## config.mk

```make
export PLATFORM = sky130hd
export DESIGN_NAME = der_tlv_header_parser
export DESIGN_NICKNAME = d
export VERILOG_FILES = /design/src/dtlv_pkg.sv /design/src/dtlv_step.sv /design/src/der_tlv_header_parser.sv
export SDC_FILE = /design/constraint.sdc
export NUM_CORES = 1
export LEC_CHECK = 0
export ABC_AREA = 1
export BUFFER_PORTS_ARGS = -buffer_cell sky130_fd_sc_hd__buf_4
export CORE_MARGIN = 3
export CORE_UTILIZATION = 25
export CTS_BUF_LIST = sky130_fd_sc_hd__clkbuf_2 sky130_fd_sc_hd__clkbuf_4 sky130_fd_sc_hd__clkbuf_8
export CTS_CLUSTER_SIZE = 30
export DETAILED_ROUTE_END_ITERATION = 10
export PLACE_DENSITY_LB_ADDON = 0.15
export SETUP_SLACK_MARGIN = 0.15
export SLEW_MARGIN = 0
export SYNTH_ARGS = -nofsm -noshare
export SYNTH_HDL_FRONTEND = slang
export SYNTH_SLANG_ARGS = --single-unit
```

## constraint.sdc

```tcl
create_clock -name clk -period 4.12 [get_ports clk]
set_input_delay 0.618 -clock clk [delete_from_list [all_inputs] [get_ports clk]]
set_output_delay 0.618 -clock clk [all_outputs]
set_load 0.05 [all_outputs]
```

## src/dtlv_pkg.sv

```systemverilog
// Shared types and constants for the DER TLV header parser.
`default_nettype none
package dtlv_pkg;

	localparam int unsigned TagW = 29;
	localparam int unsigned LenW = 32;

	typedef enum logic [1:0] {
		PH_IDLE     = 2'd0,
		PH_TAGHI    = 2'd1,
		PH_LENFIRST = 2'd2,
		PH_LENLONG  = 2'd3
	} phase_t;

	typedef struct packed {
		phase_t            phase;
		logic [TagW-1:0]   tag;
		logic [2:0]        class_bits;
		logic [2:0]        len_todo;
		logic [2:0]        len_cnt;
		logic [LenW-1:0]   len_acc;
		logic              lead_zero;
		logic [3:0]        hdr_cnt;
		logic [LenW-1:0]   remaining;
	} parse_state_t;

	typedef struct packed {
		logic              status;
		logic              indefinite;
		logic [LenW-1:0]   content_len;
		logic [3:0]        hdr_bytes;
		logic [TagW-1:0]   tag_num;
		logic [2:0]        tag_class_bits;
	} parse_result_t;

endpackage
`default_nettype wire

```

## src/dtlv_step.sv

```systemverilog
// Next-state and result logic for one header byte.
`default_nettype none
module dtlv_step #(
	parameter int unsigned TAG_NUMBER_BITS   = 29,
	parameter int unsigned MAX_LENGTH_OCTETS = 4
) (
	input  var dtlv_pkg::parse_state_t  cur,
	input  var logic [7:0]              data_byte,
	input  var logic                    first_byte,
	input  var logic [31:0]             bytes_left,
	input  var logic                    allow_indefinite,
	output dtlv_pkg::parse_state_t      nxt,
	output logic                        emit,
	output dtlv_pkg::parse_result_t     res
);

	localparam logic [35:0] TagLimit = (36'd1 << TAG_NUMBER_BITS) - 36'd1;

	logic        do_fail;
	logic        do_finish;
	logic        do_indef;
	logic [31:0] ok_len;
	logic [35:0] tag_ext;
	logic [31:0] acc_next;
	logic [2:0]  cnt_next;
	logic        lead_now;

	always_comb begin
		nxt       = cur;
		do_fail   = 1'b0;
		do_finish = 1'b0;
		do_indef  = 1'b0;
		ok_len    = '0;
		tag_ext   = {cur.tag, data_byte[6:0]};
		acc_next  = {cur.len_acc[23:0], data_byte};
		cnt_next  = cur.len_cnt + 3'd1;
		lead_now  = (cur.len_cnt == 3'd0) ? (data_byte == 8'h00) : cur.lead_zero;
		if (first_byte) begin
			nxt.class_bits = data_byte[7:5];
			nxt.hdr_cnt    = 4'd1;
			nxt.len_todo   = '0;
			nxt.len_cnt    = '0;
			nxt.len_acc    = '0;
			nxt.lead_zero  = 1'b0;
			if (bytes_left == 32'd0) begin
				nxt.tag       = '0;
				nxt.remaining = '0;
				do_fail       = 1'b1;
			end else begin
				nxt.remaining = bytes_left - 32'd1;
				if (data_byte[4:0] == 5'h1f) begin
					nxt.tag   = '0;
					nxt.phase = dtlv_pkg::PH_TAGHI;
				end else begin
					nxt.tag   = {{(dtlv_pkg::TagW-5){1'b0}}, data_byte[4:0]};
					nxt.phase = dtlv_pkg::PH_LENFIRST;
				end
			end
		end else if (cur.phase != dtlv_pkg::PH_IDLE) begin
			if (cur.remaining == 32'd0) begin
				do_fail = 1'b1;
			end else begin
				nxt.remaining = cur.remaining - 32'd1;
				nxt.hdr_cnt   = cur.hdr_cnt + 4'd1;
				unique case (cur.phase)
					dtlv_pkg::PH_TAGHI: begin
						if (cur.tag == '0 && data_byte == 8'h80) begin
							do_fail = 1'b1;
						end else if (tag_ext > TagLimit) begin
							do_fail = 1'b1;
						end else begin
							nxt.tag = tag_ext[dtlv_pkg::TagW-1:0];
							if (!data_byte[7]) begin
								if (tag_ext < 36'd31) begin
									do_fail = 1'b1;
								end else begin
									nxt.phase = dtlv_pkg::PH_LENFIRST;
								end
							end
						end
					end
					dtlv_pkg::PH_LENFIRST: begin
						if (!data_byte[7]) begin
							ok_len    = {24'd0, data_byte};
							do_finish = 1'b1;
						end else if (data_byte[6:0] == 7'd0 && allow_indefinite &&
								cur.class_bits[0]) begin
							do_indef = 1'b1;
						end else if (data_byte[6:0] == 7'd0 ||
								data_byte[6:0] > 7'(MAX_LENGTH_OCTETS)) begin
							do_fail = 1'b1;
						end else begin
							nxt.len_todo  = data_byte[2:0];
							nxt.len_cnt   = '0;
							nxt.len_acc   = '0;
							nxt.lead_zero = 1'b0;
							nxt.phase     = dtlv_pkg::PH_LENLONG;
						end
					end
					dtlv_pkg::PH_LENLONG: begin
						nxt.len_acc   = acc_next;
						nxt.len_cnt   = cnt_next;
						nxt.lead_zero = lead_now;
						if (cnt_next >= cur.len_todo) begin
							if (acc_next < 32'd128 || lead_now) begin
								do_fail = 1'b1;
							end else begin
								ok_len    = acc_next;
								do_finish = 1'b1;
							end
						end
					end
					default: ;
				endcase
			end
		end

		if (do_finish && ok_len > nxt.remaining) begin
			do_fail   = 1'b1;
			do_finish = 1'b0;
		end

		emit = do_fail || do_finish || do_indef;
		res  = '0;
		if (do_fail) begin
			res.status = 1'b1;
		end else if (do_finish || do_indef) begin
			res.tag_class_bits = nxt.class_bits;
			res.tag_num        = nxt.tag;
			res.hdr_bytes      = nxt.hdr_cnt;
			res.content_len    = do_finish ? ok_len : '0;
			res.indefinite     = do_indef;
		end
		if (emit) begin
			nxt.phase = dtlv_pkg::PH_IDLE;
		end
	end

endmodule
`default_nettype wire

```

## src/der_tlv_header_parser.sv

```systemverilog
// Top level of the DER TLV header parser: input stage, parse state and result register.
// The parser takes one element byte per transaction and can accept a byte in every cycle.
// Each byte is captured in an input register, then parsed by short logic against the
// header state, and a header result, when one is due, is written into the result register
// and presented on the output channel from there. The input side stalls
// only when a byte that is ready to be parsed finds the result register still full.
`default_nettype none
module der_tlv_header_parser #(
	parameter int unsigned TAG_NUMBER_BITS   = 29,
	parameter int unsigned MAX_LENGTH_OCTETS = 4
) (
	input  var logic        clk,
	input  var logic        arst_n,
	input  var logic        cfg_valid,
	output logic            cfg_ready,
	input  var logic        cfg_data,     // allow_indefinite
	input  var logic        s_tvalid,
	output logic            s_tready,
	input  var logic [39:0] s_tdata,      // data_byte, bytes_left
	input  var logic        s_tuser,      // first_byte
	output logic            m_tvalid,
	input  var logic        m_tready,
	output logic [71:0]     m_tdata       // tag_class_bits, tag_num, hdr_bytes,
	                                      // content_len, indefinite, status, zero pad
);

	logic                    allow_indef_q;
	logic                    valid_s1;
	logic [7:0]              byte_s1;
	logic                    first_s1;
	logic [31:0]             left_s1;
	logic                    advance;
	dtlv_pkg::parse_state_t  state_q;
	dtlv_pkg::parse_state_t  state_nxt;
	logic                    emit;
	dtlv_pkg::parse_result_t res;
	dtlv_pkg::parse_result_t res_q;
	logic                    m_tvalid_q;

	assign cfg_ready = 1'b1;
	assign advance   = valid_s1 && (!m_tvalid_q || m_tready);
	assign s_tready  = !valid_s1 || advance;

	always_ff @(posedge clk or negedge arst_n) begin
		if (!arst_n) begin
			allow_indef_q <= 1'b0;
		end else if (cfg_valid) begin
			allow_indef_q <= cfg_data;
		end
	end

	always_ff @(posedge clk or negedge arst_n) begin
		if (!arst_n) begin
			valid_s1 <= 1'b0;
		end else if (s_tready) begin
			valid_s1 <= s_tvalid;
		end
	end

	always_ff @(posedge clk) begin
		if (s_tready && s_tvalid) begin
			byte_s1  <= s_tdata[7:0];
			left_s1  <= s_tdata[39:8];
			first_s1 <= s_tuser;
		end
	end

	dtlv_step #(
		.TAG_NUMBER_BITS  (TAG_NUMBER_BITS),
		.MAX_LENGTH_OCTETS(MAX_LENGTH_OCTETS)
	) u_step (
		.cur             (state_q),
		.data_byte       (byte_s1),
		.first_byte      (first_s1),
		.bytes_left      (left_s1),
		.allow_indefinite(allow_indef_q),
		.nxt             (state_nxt),
		.emit            (emit),
		.res             (res)
	);

	always_ff @(posedge clk or negedge arst_n) begin
		if (!arst_n) begin
			state_q <= '0;
		end else if (advance) begin
			state_q <= state_nxt;
		end
	end

	always_ff @(posedge clk or negedge arst_n) begin
		if (!arst_n) begin
			m_tvalid_q <= 1'b0;
		end else if (advance && emit) begin
			m_tvalid_q <= 1'b1;
		end else if (m_tready) begin
			m_tvalid_q <= 1'b0;
		end
	end

	always_ff @(posedge clk) begin
		if (advance && emit) begin
			res_q <= res;
		end
	end

	assign m_tvalid = m_tvalid_q;
	assign m_tdata  = {2'b00, res_q.status, res_q.indefinite, res_q.content_len,
		res_q.hdr_bytes, res_q.tag_num, res_q.tag_class_bits};

endmodule
`default_nettype wire
```

==> reports/metrics.cfg, run 1 <==
[detailed_routing]
num_vias = 11100
drt_iter0_drc = 786
avgViaCountPerCell = 4.46
routedWlPerCell_um = 17.0
firstDrtPassIters = 5
totalWireLength_um = 42300
antenna_left = 0
drc = 0

[global_route]
overflow = 0
gr-usage-met3_pct = 2.90
first_global_vias = 10800
grt_max_degree = 100
global_route.usage.met1_pct = 23.4
antenna_found_initial = 0
grt_pass1_wl_um = 64200
grt_util_met2_pct = 23.6
track_usage_pct = 15.7
grt_busiest_layer = met2

[floorplanning]
die_h_um = 228
rows = 80
dieArea_sq_um = 52200
start_util_pct = 25.6
io_pins = 122
core_area_sq_um = 48300
fp.dieW_um = 228

[setup_path]
crit_fanout = 8
crit_slowest_cell = dfrtp_1
r2r-end = m_tdata[50]
cp-end-kind = flop
worstPathCellList = ha_4, xor2_4, ha_4, a21oi_2, nand3_2, nand2_2, nand3b_4, nor3_2, buf_4, ha_1, nand2_1, nor2_4, nand4_1, nor4_2, buf_4, nand4_1, a21oi_2, nand3_4, buf_12, nor2_1
start_kind = flop
rr_startpoint = state_q[69]
r2r_cells = 20
arrival_ps = 4280
cp.required_ps = 4570
rrSetupSlack_ps = 290
setup.worst_path.class = reg2reg
worstSetupStartpoint = state_q[69]
slowest_delay_ps = 430

[pwr]
p_per_area_nw_per_um2 = 529
ir_worst_vdd_uv = 229
p_total_mw = 8.64
p_leak_nw = 7.18

[clock_tree]
cts_buffers = 42
cts_hold_buf = 0
cts_tree = yes
htree_levels = 2
cts.root.buffer_cell = clkbuf_8
cts.sinks = 215
insertion_delay_ps = 620
clk_path_buf_depth = 3
clk_pin_slew_ps = 60

[placement]
dp.cells = 2381
dp_hpwl_um = 31300
placed_area_sq_um = 14600
place_ws_ps = -52.6
io_buffers = 118
gp_congestion = 0.890

[logic_synthesis]
synth_fa_ha_area_share_pct = 4.65
synth_top_area_share_pct = 26.9
synth-async-reset-ratio_pct = 48.4
synth-compound-area-share_pct = 10.2
synth-xor-area-share_pct = 2.48
synth_most_common_cell = nand2_1
synth_area_leaders = edfxtp_1 (27%), dfrtp_1 (21%), nand2_1 (11%), nor2_1 (7.3%), o21ai_0 (5.8%)
syn_area_per_cell_sq_um = 7.95
synth_flop_cell = edfxtp_1
synth_enable_flop_cells = 111
synth_simple_gate_area_share_pct = 26.8
yosys-top-cells-count = nand2_1 (378), nor2_1 (240), inv_1 (179)
ys_warn_count = 0
yosys_register_bits = 215
synthCells = 1556
synth.area.mux_share_pct = 0.0910
ys_types = 46
yosysTopAreaCell = edfxtp_1
synth_top_family_by_area = simple AND/OR/NAND/NOR gates
synth.cell_area_sq_um = 12400
ys_seq_area_share_pct = 48.0

[final_layout]
syn_to_final_growth_pct = 32.0
nets = 1894
diodes = 0
drive_above_1_share_pct = 27.0
final_cells = 2489
final_area_sq_um = 16300

[timing]
skew_ps = 41.8
tightest_slew_ps = 981
clock.fmax_mhz = 261
drv_slew = 0
setup_viol = 0
fin_ws_ps = 287
period_needed_ps = 3830
rsz0062_at_grt = yes
slew_headroom_pct = 34.6
fin_crit_sh_pct = 93.0
holdWs_ps = 70.9
hold_viol_final = 0

[run]
maxCapViolations = 0

[status]
outcome = finished clean

[hold_path]
hold_class = in2async

[worst max-delay path, delay by kind of cell (launching register included)]
| family | cells | cell delay (ps) |
|---|---|---|
| flops | 1 | 430 |
| fa+ha+maj | 3 | 700 |
| simple gates | 11 | 1480 |
| compound gates | 2 | 370 |
| xor+xnor | 1 | 170 |
| buf+inv | 3 | 520 |
[layout by cell type (no fill, tap or decap), types with 18 or more instances in the layout]
cell,instances
buf_4,230
a21oi_1,39
nand2_1,366
inv_1,172
clkbuf_8,44
nor2_2,69
o21ai_0,131
o21ai_1,19
ha_1,36
xor2_1,25
dfrtp_1,100
nor2_4,18
nand3_1,67
edfxtp_1,111
nor2_1,192
[cell families after synthesis]
kind of cell | Yosys count
mux | 1
fa+ha+maj | 46
flops | 215
buf+inv | 238
xor+xnor | 35
other cells | 2
simple gates | 783
compound gates | 236
[power breakdown]
part           total [mW]  switching [mW]  internal (mW)
sequential           2.99           0.339           2.65
combinational        3.50            2.30           1.20
clock                2.14            1.02           1.12
[how the worst max path moves through the flow]
| stage | to | slack (ps) | cells past startpoint |
|---|---|---|---|
| final | m_tdata[50] | 290 | 20 |
| after global routing | m_tdata[1] | 70 | 21 |
| after CTS | m_tdata[50] | 150 | 22 |
| after detailed placement | m_tdata[51] | -50 | 20 |
| after global placement | m_tdata[51] | -10 | 23 |
| after floorplan | m_tdata[0] | 240 | 14 |
[flip-flops by register name (all words and copies together), names as in the netlist]
register	flops
valid_s1	1
byte_s1	8
state_q	101
m_tdata	70
m_tvalid	1
first_s1	1
left_s1	32
allow_indef_q	1
[repair_timing]
item,in CTS,in global routing
endpoints found under the setup margin,69,70
pin swaps,2,17
gates cloned,0,3
setup buffers,1,28
resized for setup,19,146
[metal layers]
layer | part of all wire (%) | wire [um]
met4 | 1.7 | 709
met5 | 0 | 0
met1 | 50 | 21000
met2 | 43 | 18400
met3 | 5.2 | 2180
[metrics by stage]
step / setup TNS [ps] / utilization [%]
after detailed placement: -139 / 30.3
after global placement: -16.5 / 30.3
after global routing: 0 / 33.8
after CTS: 0 / 32.1
final: 0 / 33.8
after floorplan: 0 / -
[layout make-up]
type / count / area (sq um)
well taps: 656 / 821
flip-flops and latches: 215 / 5940
multi-input cells: 1104 / 6040
repair buffers: 249 / 2010
inverters: 189 / 721
clock buffers: 58 / 711
fillers: 5075 / 32000
clock inverters: 18 / 90.1
(Power assumes the default switching activity.)
==> run 2: changes to the inputs <==
--- a/config.mk
+++ b/config.mk
@@ -8,7 +8,7 @@
 export ABC_AREA = 1
 export BUFFER_PORTS_ARGS = -buffer_cell sky130_fd_sc_hd__buf_4
 export CORE_MARGIN = 3
-export CORE_UTILIZATION = 25
+export CORE_UTILIZATION = 44
 export CTS_BUF_LIST = sky130_fd_sc_hd__clkbuf_2 sky130_fd_sc_hd__clkbuf_4 sky130_fd_sc_hd__clkbuf_8
 export CTS_CLUSTER_SIZE = 30
 export DETAILED_ROUTE_END_ITERATION = 10
==> run 2 against run 1 <==
  * Via count is 1.0% higher
  * Register-to-register slack hardly changed
  * Fmax is 0.11% lower
  * First-iteration DRC count is 37% higher
  * Clock skew is 2.6 ps lower
  * Critical path type unchanged
  * Largest power group unchanged
==> reports/metrics.cfg, run 2 (synthesized netlist as in run 1, its figures left out) <==
[floorplanning]
dieArea_sq_um = 30200  ; -42%
start_util_pct = 45.3  ; +20 points
die_h_um = 174  ; -24%
core_area_sq_um = 27300  ; -43%
rows = 60  ; -25%
fp.dieW_um = 174  ; -24%
io_pins = 122  ; unchanged

[detailed_routing]
drc = 0  ; unchanged
firstDrtPassIters = 5  ; unchanged
avgViaCountPerCell = 5.18  ; +16%
num_vias = 11200  ; +1.0%
drt_iter0_drc = 1074  ; +37%
antenna_left = 0  ; unchanged
totalWireLength_um = 36800  ; -13%
routedWlPerCell_um = 17.0  ; -0.14%

[run]
maxCapViolations = 0  ; unchanged

[clock_tree]
clk_pin_slew_ps = 70  ; about the same
insertion_delay_ps = 560  ; -60 ps
cts_tree = yes
cts.sinks = 215  ; unchanged
cts.root.buffer_cell = clkbuf_8
clk_path_buf_depth = 3  ; unchanged
cts_hold_buf = 0  ; unchanged
htree_levels = 2  ; unchanged
cts_buffers = 39  ; -7.1%

[final_layout]
largest-register = state_q
final_common_cell = nand2_1
layout_common_cells = nand2_1 (365), nor2_1 (212), buf_4 (201)
syn_to_final_growth_pct = 26.6
largest_reg_flops = 101  ; unchanged
diodes = 0  ; unchanged
drive_above_1_share_pct = 23.7  ; -3.3 points
nets = 1856  ; -2.0%

[timing]
clock.fmax_mhz = 261  ; -0.11%
drv_slew = 0  ; unchanged
hold_viol_final = 0  ; unchanged
slew_headroom_pct = 36.9  ; +2.3 points
rsz0062_at_grt = yes
skew_ps = 39.2  ; -2.62 ps
period_needed_ps = 3840  ; +4.22 ps
setup_viol = 0  ; unchanged
fin_crit_sh_pct = 93.1  ; +0.10 points
tns_ps = 0  ; unchanged
holdWs_ps = 139  ; +68.1 ps
tightest_slew_ps = 946  ; -34.3 ps

[setup_path]
r2r_cells = 25  ; +25%
arrival_ps = 4110  ; -170 ps
rrSetupSlack_ps = 280  ; about the same
start_kind = flop
cp-end-kind = flop
crit_fanout = 6  ; -2
cp.required_ps = 4390  ; -180 ps
setup.worst_path.class = reg2reg

[global_route]
grt_max_degree = 100  ; unchanged
antenna_found_initial = 0  ; unchanged
grt_pass1_wl_um = 56200  ; -13%
first_global_vias = 10300  ; -4.7%
track_usage_pct = 23.1  ; +7.4 points
overflow = 0  ; unchanged

[placement]
dp_hpwl_um = 26500  ; -16%
gp_congestion = 0.911  ; +2.4%
io_buffers = 118  ; unchanged

[pwr]
cell_internal_pwr_mw = 4.98  ; +0.11%
p_sw_mw = 3.51  ; -4.2%
switching_share_pct = 41.3  ; -1.1 points
p_clk_share_pct = 25.3  ; +0.5 points
p_per_area_nw_per_um2 = 542  ; +2.4%
p_leak_nw = 7.02  ; -2.2%
seq_power_share_pct = 35.0  ; +0.3 points
ir_worst_vdd_uv = 290  ; +27%
p_comb_share_pct = 39.7  ; -0.8 points

[hold_path]
hold_class = in2async

[status]
outcome = finished clean

## run 2: cell count changes in the layout (fill, tap and decap cells not counted), moves of 8 or more
cell	before	now
buf_4	230	201
buf_6	12	2
clkbuf_4	14	6
nor2_1	192	212
nor2_2	69	41
nor2_4	18	26
## run 2: path summary, 6_finish.rpt
kind / from / to
worst max register to register: left_s1[0] / m_tdata[12]
worst min register to register: state_q[76] / state_q[76]
min in group clk: s_tdata[12] / left_s1[4]
max in group asynchronous: arst_n / state_q[99]
worst min-delay path: arst_n / state_q[22]
worst max-delay path: left_s1[0] / m_tdata[12]
## run 2: layer usage
metal  vias up  part of all wire, %  global-route usage, %
met3        59                  7.2                   3.70
li1       5492                    -                      -
met5         -                    0                      0
met4         0                  2.1                   5.63
met2       407                   43                   34.4
met1      5247                   47                   35.3
## run 2: layout make-up
class	count	area, sq um
fill	2589	11700
multi-input combinational	1105	5990
sequential	215	5940
timing repair buffer	213	1740
inverter	189	714
clock buffer	49	637
tap	372	465
clock inverter	22	180
## run 2: power by group through the flow
stage / registers (mW) / clock network [mW] / logic (mW)
after detailed placement: 2.98 / 0 / 3.06
after floorplan: 3.19 / 0 / 1.79
final: 2.97 / 2.15 / 3.37
after CTS: 2.95 / 2.20 / 3.07
after global routing: 3.02 / 2.30 / 3.72
after global placement: 2.98 / 0 / 3.03
## run 2: stage by stage
step	utilization [%]	power, mW	setup WS [ps]	instance area [sq um]	cells
finish	57.3	8.49	282	15700	2165
global route	57.3	9.03	48.9	15700	2165
CTS	54.7	8.22	166	14900	2141
detailed placement	51.6	6.04	83.8	14100	2070
global placement	51.6	6.01	186	14100	2070
floorplan	-	4.99	242	12400	1557
## run 2: repair_timing
action,4_1_cts,5_1_grt
setup endpoints to repair,68,70
endpoints found under the hold margin,0,0
resized for setup,6,129
buffers inserted,0,19
gates cloned,0,5
pin swaps,0,25
## run 2: critical path: stages, from the launching register on
cell	delay, ps
edfxtp_1	390
inv_2	90
ha_2	180
nand2_1	110
nor2_4	150
nand2_2	90
inv_1	90
nand4_1	100
inv_1	120
nand2_1	110
a21oi_2	150
o21ai_2	90
nand2_1	100
inv_1	80
ha_4	280
nand2_4	50
nor2_4	110
nand4_1	140
buf_4	160
buf_4	120
a31o_2	210
nand3_2	90
nand3_2	100
nand4_4	180
clkbuf_16	220
nor2_4	30
==> run 3: changes to the inputs <==
--- a/config.mk
+++ b/config.mk
@@ -7,7 +7,6 @@
 export LEC_CHECK = 0
 export ABC_AREA = 1
 export BUFFER_PORTS_ARGS = -buffer_cell sky130_fd_sc_hd__buf_4
-export CORE_MARGIN = 3
 export CORE_UTILIZATION = 44
 export CTS_BUF_LIST = sky130_fd_sc_hd__clkbuf_2 sky130_fd_sc_hd__clkbuf_4 sky130_fd_sc_hd__clkbuf_8
 export CTS_CLUSTER_SIZE = 30
==> run 3 against run 2 <==
  * Routed wire length decreased by 1.8%
  * Design area decreased by 0.45%
  * Flip-flop and latch count unchanged
  * Global-route usage increased by 1.7 points
  * Critical path depth decreased by 4
  * First-iteration DRC count decreased by 28%
  * Fmax decreased by 0.45%
  * Via count decreased by 0.69%
  * Power decreased by 0.48%
  * Register-to-register slack got worse by 20 ps
  * Largest power group unchanged
==> reports/metrics.cfg, run 3 (synthesized netlist as in run 1, its figures left out) <==
[timing]
setup_viol = 0  ; unchanged
drv_slew = 0  ; unchanged
fin_crit_sh_pct = 93.6  ; +0.42 points
hold_viol_final = 0  ; unchanged
skew_ps = 25.5  ; -13.6 ps
clock.fmax_mhz = 259  ; -0.45%
rsz0062_at_grt = no
tightest_slew_ps = 800  ; -146 ps
tns_ps = 0  ; unchanged
period_needed_ps = 3850  ; +17.2 ps
slew_headroom_pct = 46.7  ; +9.8 points
holdWs_ps = 143  ; +4.20 ps

[floorplanning]
die_h_um = 170  ; -2.3%
fp.dieW_um = 170  ; -2.3%
dieArea_sq_um = 28800  ; -4.6%
start_util_pct = 44.7  ; -0.62 points
io_pins = 122  ; unchanged
rows = 61  ; +1.7%
core_area_sq_um = 27700  ; +1.4%

[setup_path]
crit_family = simple AND/OR/NAND/NOR gates
worstSetupStartpoint = left_s1[0]
arrival_ps = 4250  ; +140 ps
r2r_cells = 21  ; -16%
worstPathCellList = inv_2, ha_1, nand3_1, nor2_1, nand4_1, nand2_1, buf_6, a21oi_1, o21ai_0, nand2_1, inv_1, ha_1, a21oi_1, o21ai_0, nand2_1, a31o_2, nand3_2, nand3_2, nand4_4, clkbuf_16, nor2_2
slowest_delay_ps = 420  ; +30 ps
crit_slowest_cell = edfxtp_1
crit_buf_inv = 4  ; -3
setup.worst_path.class = reg2reg
crit_end = m_tdata[17]
crit_top_cell = nand2_1
start_kind = flop
rrSetupSlack_ps = 270  ; -20 ps
rr_startpoint = left_s1[0]
crit_fanout = 15  ; +9
path_depth = 21  ; -16%
r2r-end = m_tdata[17]
cp-end-kind = flop
cp.required_ps = 4510  ; +120 ps

[final_layout]
diodes = 0  ; unchanged
nets = 1854  ; -0.11%
drive_above_1_share_pct = 24.2  ; +0.49 points
largest_reg_flops = 101  ; unchanged
final_cells = 2168  ; +0.14%
final_common_cell = nand2_1
syn_to_final_growth_pct = 26.1
layout_common_cells = nand2_1 (366), nor2_1 (204), buf_4 (198)
largest-register = state_q

[status]
outcome = finished clean

[pwr]
ir_worst_vdd_uv = 334  ; +15%
p_leak_nw = 7.00  ; -0.37%
p_total_mw = 8.45  ; -0.48%
p_per_area_nw_per_um2 = 542  ; about the same

[clock_tree]
clk_pin_slew_ps = 60  ; about the same
clk_path_buf_depth = 3  ; unchanged
cts_hold_buf = 0  ; unchanged
htree_levels = 2  ; unchanged
cts_buffers = 37  ; -5.1%
cts.sinks = 215  ; unchanged
cts_tree = yes
cts.root.buffer_cell = clkbuf_8
insertion_delay_ps = 550  ; about the same

[detailed_routing]
drc = 0  ; unchanged
routedWlPerCell_um = 16.6  ; -1.9%
drt_iter0_drc = 775  ; -28%
totalWireLength_um = 36100  ; -1.8%
avgViaCountPerCell = 5.13  ; -0.82%
antenna_left = 0  ; unchanged
num_vias = 11100  ; -0.69%
firstDrtPassIters = 5  ; unchanged

[hold_path]
hold_class = in2async

[global_route]
track_usage_pct = 24.8  ; +1.7 points
overflow = 0  ; unchanged
first_global_vias = 10200  ; -1.1%
antenna_found_initial = 0  ; unchanged
grt_max_degree = 80  ; -20%
grt_pass1_wl_um = 55000  ; -2.1%

[placement]
io_buffers = 118  ; unchanged
dp_hpwl_um = 25900  ; -2.0%
gp_congestion = 0.937  ; +2.8%
dp.cells = 2066  ; -0.19%

[run]
maxCapViolations = 0  ; unchanged

## run 3: cell count changes in the layout (fill, tap and decap cells not counted), moves of 4 or more
cell	change
buf_6	+4
nor2_4	-12
nor3_1	+4
clkbuf_4	+6
clkinv_1	-5
nor2_2	+20
inv_2	+4
nor3_2	-4
o21ai_0	+4
clkinv_2	-5
nor2_1	-8
## run 3: worst min path at each step
stage               endpoint   startpoint  slack, ps
2_1_floorplan  allow_indef_q       arst_n        320
3_3_place_gp     state_q[77]  state_q[77]        460
3_5_place_dp     state_q[81]  state_q[81]        470
4_1_cts          state_q[31]       arst_n        140
5_1_grt          state_q[30]       arst_n        180
6_report         state_q[31]       arst_n        140
## run 3: area by class of cell
cell class	instances	area [sq um]
Clock buffer	55	682
Clock inverter	13	135
Inverter	189	718
Fill cell	2616	12100
Tap cell	378	473
Timing Repair Buffer	213	1740
Multi-Input combinational cell	1105	5910
Sequential cell	215	5940
## run 3: power breakdown
| group | internal, mW | switching (mW) | total (mW) |
|---|---|---|---|
| Combinational | 1.12 | 2.19 | 3.31 |
| Sequential | 2.65 | 0.339 | 2.99 |
| Clock | 1.25 | 0.903 | 2.15 |
## run 3: worst register-to-register path, cell delays in order, from the launching register on
cell       delay [ps]
edfxtp_1          420
inv_2             120
ha_1              290
nand3_1           110
nor2_1            150
nand4_1           140
nand2_1           170
buf_6             220
a21oi_1            60
o21ai_0           200
nand2_1           200
inv_1             100
ha_1              250
a21oi_1           150
o21ai_0           100
nand2_1            70
a31o_2            160
nand3_2           100
nand3_2           110
nand4_4           230
clkbuf_16         280
nor2_2             80
## run 3: repair_timing
item | in CTS | in global routing
setup buffers | 1 | 29
gates cloned | 0 | 4
pin swaps | 0 | 35
setup endpoints to repair | 68 | 70
resized for setup | 8 | 124
## run 3: per-stage QoR
step / setup WS, ps / utilization (%) / instance area (sq um)
2_1_floorplan: 242 / - / 12400
3_3_place_gp: 201 / 50.6 / 14000
3_5_place_dp: 101 / 50.6 / 14000
4_1_cts: 149 / 53.7 / 14900
5_1_grt: 98.4 / 56.3 / 15600
6_report: 265 / 56.3 / 15600
## run 3: metal layers
metal | vias up | part of all wire, % | wire length [um] | track usage (%)
met4 | 2 | 2.3 | 844 | 7.40
met3 | 62 | 6.3 | 2270 | 3.80
li1 | 5480 | - | - | -
met2 | 348 | 44 | 15800 | 37.1
met1 | 5236 | 47 | 17100 | 36.7
met5 | - | 0.066 | 24 | 0.696
